`config.mk`:
```
export PLATFORM = sky130hd
export DESIGN_NAME = qbe_axis
export DESIGN_NICKNAME = d
export VERILOG_FILES = /design/src/rtl/qbe_pkg.sv /design/src/rtl/qbe_axis.sv
export SDC_FILE = /design/constraint.sdc
export NUM_CORES = 2
export LEC_CHECK = 0
export ABC_AREA = 1
export BUFFER_PORTS_ARGS = -buffer_cell sky130_fd_sc_hd__buf_2
export CORE_MARGIN = 2
export CORE_UTILIZATION = 60
export DETAILED_ROUTE_END_ITERATION = 6
export GPL_TIMING_DRIVEN = 0
export PLACE_DENSITY = 0.77
export SYNTH_ARGS = -nofsm -noshare
export SYNTH_HDL_FRONTEND = slang
export SYNTH_SLANG_ARGS = --single-unit
```
`constraint.sdc`:
```
create_clock -name clk -period 10.95 [get_ports clk]
set_clock_uncertainty 0.15 [all_clocks]
set_input_delay 2.19 -clock clk [delete_from_list [all_inputs] [get_ports clk]]
set_output_delay 2.19 -clock clk [all_outputs]
set_load 0.05 [all_outputs]
```
`src/rtl/qbe_pkg.sv`:
```
// Shared types and constants for the quadratic Bezier evaluator.
package qbe_pkg;

  localparam int unsigned CFG_INDEX_W = 3;

  typedef logic [CFG_INDEX_W-1:0] cfg_index_t;

  localparam cfg_index_t REG_CTRL0_X = 3'd0;
  localparam cfg_index_t REG_CTRL0_Y = 3'd1;
  localparam cfg_index_t REG_CTRL1_X = 3'd2;
  localparam cfg_index_t REG_CTRL1_Y = 3'd3;
  localparam cfg_index_t REG_CTRL2_X = 3'd4;
  localparam cfg_index_t REG_CTRL2_Y = 3'd5;

  typedef struct packed {
    logic ld1;
    logic ld2;
    logic ld3;
    logic ld4;
  } stage_en_t;

endpackage

```
`src/rtl/qbe_axis.sv`:
```
// One coordinate axis of the four-stage Bezier datapath.
module qbe_axis #(
  parameter int COORD_WIDTH     = 16,
  parameter int PARAM_FRAC_BITS = 16
) (
  input  logic                          clk,
  input  qbe_pkg::stage_en_t            en,
  input  logic [PARAM_FRAC_BITS:0]      t1,
  input  logic signed [COORD_WIDTH-1:0] p0,
  input  logic signed [COORD_WIDTH-1:0] p1,
  input  logic signed [COORD_WIDTH-1:0] p2,
  output logic signed [COORD_WIDTH-1:0] point,
  output logic signed [COORD_WIDTH+1:0] slope,
  output logic signed [COORD_WIDTH-1:0] left_mid,
  output logic signed [COORD_WIDTH-1:0] right_mid
);

  localparam int W  = COORD_WIDTH;
  localparam int F  = PARAM_FRAC_BITS;
  localparam int MW = W + F + 4;
  localparam int EW = W + F + 3;
  localparam int BW = W + 4;
  localparam int HW = W + F + 6;
  localparam int SW = W + F;

  // stage 1: control point differences
  logic signed [W:0]   d01_nxt, d12_nxt;
  logic signed [W+1:0] dd_nxt;
  logic signed [W:0]   d01_1_r, d12_1_r;
  logic signed [W+1:0] dd_1_r;
  logic signed [W-1:0] p0_1_r, p1_1_r;

  assign d01_nxt = {p1[W-1], p1} - {p0[W-1], p0};
  assign d12_nxt = {p2[W-1], p2} - {p1[W-1], p1};
  assign dd_nxt  = {{2{p0[W-1]}}, p0} + {{2{p2[W-1]}}, p2} - {p1[W-1], p1, 1'b0};

  always_ff @(posedge clk) begin
    if (en.ld1) begin
      d01_1_r <= d01_nxt;
      d12_1_r <= d12_nxt;
      dd_1_r  <= dd_nxt;
      p0_1_r  <= p0;
      p1_1_r  <= p1;
    end
  end

  // stage 2: products with t
  logic signed [F+1:0] ts1;
  logic signed [MW-1:0] m_nxt, m_2_r;
  logic signed [EW-1:0] e01_nxt, e12_nxt, e01_2_r, e12_2_r;
  logic [F:0]          t2_r;
  logic signed [W:0]   d01_2_r;
  logic signed [W-1:0] p0_2_r, p1_2_r;

  assign ts1     = $signed({1'b0, t1});
  assign m_nxt   = dd_1_r * ts1;
  assign e01_nxt = d01_1_r * ts1;
  assign e12_nxt = d12_1_r * ts1;

  always_ff @(posedge clk) begin
    if (en.ld2) begin
      m_2_r   <= m_nxt;
      e01_2_r <= e01_nxt;
      e12_2_r <= e12_nxt;
      t2_r    <= t1;
      d01_2_r <= d01_1_r;
      p0_2_r  <= p0_1_r;
      p1_2_r  <= p1_1_r;
    end
  end

  // stage 3: split second-order term, midpoints and slope
  logic signed [BW-1:0] bh;
  logic [F-1:0]         bl;
  logic signed [F+1:0]  ts2;
  logic signed [HW-1:0] bht;
  logic [2*F:0]         blt;
  logic [SW-1:0]        a_nxt, a_3_r, bht_3_r;
  logic [F:0]           blt_3_r;
  logic [W-1:0]         lm_nxt, rm_nxt, lm_3_r, rm_3_r;
  logic [W+1:0]         sl_nxt, sl_3_r;

  assign bh     = m_2_r[MW-1:F];
  assign bl     = m_2_r[F-1:0];
  assign ts2    = $signed({1'b0, t2_r});
  assign bht    = bh * ts2;
  assign blt    = bl * t2_r;
  assign a_nxt  = {p0_2_r, {F{1'b0}}} + {e01_2_r[SW-2:0], 1'b0};
  assign lm_nxt = p0_2_r + e01_2_r[F +: W];
  assign rm_nxt = p1_2_r + e12_2_r[F +: W];
  assign sl_nxt = {d01_2_r, 1'b0} + m_2_r[F-1 +: W+2];

  always_ff @(posedge clk) begin
    if (en.ld3) begin
      a_3_r   <= a_nxt;
      bht_3_r <= bht[SW-1:0];
      blt_3_r <= blt[2*F:F];
      lm_3_r  <= lm_nxt;
      rm_3_r  <= rm_nxt;
      sl_3_r  <= sl_nxt;
    end
  end

  // stage 4: final point sum
  logic [SW-1:0] sum_nxt;
  logic [W-1:0]  point_r, lm_4_r, rm_4_r;
  logic [W+1:0]  sl_4_r;

  assign sum_nxt = a_3_r + bht_3_r + {{(W-1){1'b0}}, blt_3_r};

  always_ff @(posedge clk) begin
    if (en.ld4) begin
      point_r <= sum_nxt[F +: W];
      lm_4_r  <= lm_3_r;
      rm_4_r  <= rm_3_r;
      sl_4_r  <= sl_3_r;
    end
  end

  assign point     = $signed(point_r);
  assign slope     = $signed(sl_4_r);
  assign left_mid  = $signed(lm_4_r);
  assign right_mid = $signed(rm_4_r);

endmodule

```
==> reports/metrics.cfg <==
[placed_design]
hpwl_mm=194.8
place.gp.congestion=1.007
placement.cell_area_um2=77550
port_buffers=135

[floorplanning]
coreArea_um2=123600
initial_core_util=0.6044
die-area_um2=127400
rows=129
die_h_um=356.9
die_w_um=356.9
ioPinCount=136

[grt]
grt_overflow=0
grt_pass1_wl_mm=354.6
grt_busiest_layer=met2
grt_max_degree=100
grt_use_met1=0.4765
grtUsageMet2=0.5804
antenna_found_initial=13
first_global_vias=61430
grtUsageTotal=0.3730
use_met3=0.08827

[critical_path]
cp-start-kind=input pin
crit_required_ns=11.22
path_buf_inv=6
endpoint_kind=flip-flop
worstPathCellList=buf_2 > clkbuf_1 > clkbuf_1 > nand2_1 > fa_1 > fa_1 > inv_1 > fa_1 > fa_1 > fa_1 > inv_1 > fa_1 > inv_1 > ha_1 > a21oi_1 > a21boi_0 > nor2_1 > nor2_1 > nor2_1 > nor2_1 > nand2_1 > nand2_1 > nand2_1
critPathMaxFanout=10
critical-path-max-stage-delay_ns=1.00
worst_path_most_repeated_cell=fa_1
slowest_stage=clkbuf_1
path_class=input pin to flip-flop
cp.arrival_ns=9.27
crit_family=adder cells

[logic_synthesis]
synth-xor-area-share=0.02389
yosysWarnings=0
synthesis.area_um2=74720
syn_inst=9038
ys_types=57
synthAdderAreaFrac=0.4550
syn_avg_cell_area_um2=8.268
synth_top_family_by_area=adder cells
yosysSeqAreaShare=0.1728
synthMuxAreaShare=0
synthTopCellsByArea=fa_1 (35%), edfxtp_1 (17%), inv_1 (13%)
yosys.area.top_type=fa_1
synthSimpleGateAreaFrac=0.1547
syn_nets=11050
synth_compound_area_frac=0.04476
ys_seq_elements=430
synth_top_area_frac=0.3475

[clock_network]
cts_tree=done
cts_hold_buffers=0
cts_setup_buffers=0
cts-htree-levels=2
worstSkewPairLatency_ns=0.68
cts_made_buffers=50
path_clk_slew_ns=0.06
cts_max_path_buffers=3
cts_resized=0
clockRootBuffer=clkbuf_16
numClockSinks=430

[finish]
final_nets=11240
layout_common_cells=inv_1 (2618), nand2_1 (2279), fa_1 (1297), ha_1 (642), edfxtp_1 (430)
area_growth_syn_to_layout_pct=6.169
fillers=10800
layout_commonest_cell=inv_1
fin_area_um2=79330
drive_above_1_share=0.02967

[drt]
drtIter0Drc=5847
num_vias=59720
dr.pass1.iters=6
wirelength_mm=231.1
viasPerCell=5.473
avgRoutedWirePerCell_um=21.18
postRouteAntennaNets=0
drc=0

[timing]
min_period_over_period=0.8216
tightest_slew_ns=1.425
drv_slew=0
rsz0062_at_grt=no
max_freq_ghz=0.1112
hold_ws_ns=0.2676
setup_viol=0
hold_viol_final=0
slew_headroom=0.04972
min_period_ns=8.997
tns_ns=0

[run_status]
outcome=completed

[flow_run]
cap_violations=0

[min_path]
hp-class=flip-flop to flip-flop

## cell families (layout without fill, tap and decap cells)
logic type	count (synthesis)	count (layout)
AO/OA/AOI/OAI	589	589
XOR/XNOR	203	203
adder cells (fa/ha/maj)	1939	1939
buffers and inverters	2959	3191
flip-flops	430	430
other	0	5
AND/OR/NAND/NOR	2918	2918
## cell type report
| cell class | instances | area (um^2) | area share |
|---|---|---|---|
| Timing Repair Buffer | 138 | 775.7 | 0.009778 |
| Tap cell | 1637 | 2048 | 0.02582 |
| Buffer | 339 | 1292 | 0.01629 |
| Multi-Input combinational cell | 5649 | 50680 | 0.6389 |
| Inverter | 2620 | 9834 | 0.1240 |
| Antenna cell | 5 | 12.51 | 0.0001577 |
| Clock buffer | 51 | 1255 | 0.01582 |
| Sequential cell | 430 | 12910 | 0.1628 |
| Clock inverter | 43 | 518.0 | 0.006529 |
## path summary, 6_finish.rpt
path	slack [ns]	start	to	depth (start not counted)
min	0.27	p0_1_r[7]	p0_2_r[7]	0
max	1.95	t1[16]	e01_2_r[31]	23
max reg2reg	2.87	t2_r[4]	bht_3_r[31]	22
min reg2reg	0.27	p0_1_r[7]	p0_2_r[7]	0
## cells in the mapped netlist (all sizes together)
cell type and instances:
nor2 306, nor3b 2, a21o 32, ha 642, fa 1297, a21boi 21
or2 3, o31ai 14, and2 1, a21oi 299, o211ai 9, o311ai 1
o41ai 1, nand3 189, inv 2620, nand2b 1, clkbuf 324, nor4 12
nand4 40, a31o 1, edfxtp 430, o21bai 32, buf 15, and3 4
xnor2 52, a211oi 1, nor3 56, a31oi 8, nand3b 17, o2111ai 5
o21a 8, xor2 151, o21ai 157, nand2 2287
## per-stage QoR
step | utilization | setup slack [ns] | std cells
after floorplan | - | 3.430 | 9038
after global placement | 0.6264 | 1.499 | 10810
final | 0.6417 | 1.953 | 10910
after global routing | 0.6416 | 1.852 | 10910
after detailed placement | 0.6272 | 1.515 | 10810
after CTS | 0.6416 | 2.221 | 10910
## flip-flops by register name, indices dropped and copies added (netlist names), 17 cells and up
register	cells
a_3_r	31
bht_3_r	32
blt_3_r	17
d01_1_r	17
d01_2_r	17
d12_1_r	17
dd_1_r	18
e01_2_r	32
m_2_r	36
sl_3_r	18
slope	18
t2_r	17
## layer usage
| layer | vias to the layer above | share of wire |
|---|---|---|
| li1 | 26820 | - |
| met4 | 16 | 0.075 |
| met1 | 29170 | 0.38 |
| met2 | 2944 | 0.44 |
| met5 | - | 0.00050 |
| met3 | 774 | 0.11 |
Power is left out: the tool's default activity adds up to more than one toggle a clock period on the data nets, which glitch-free logic cannot reach.
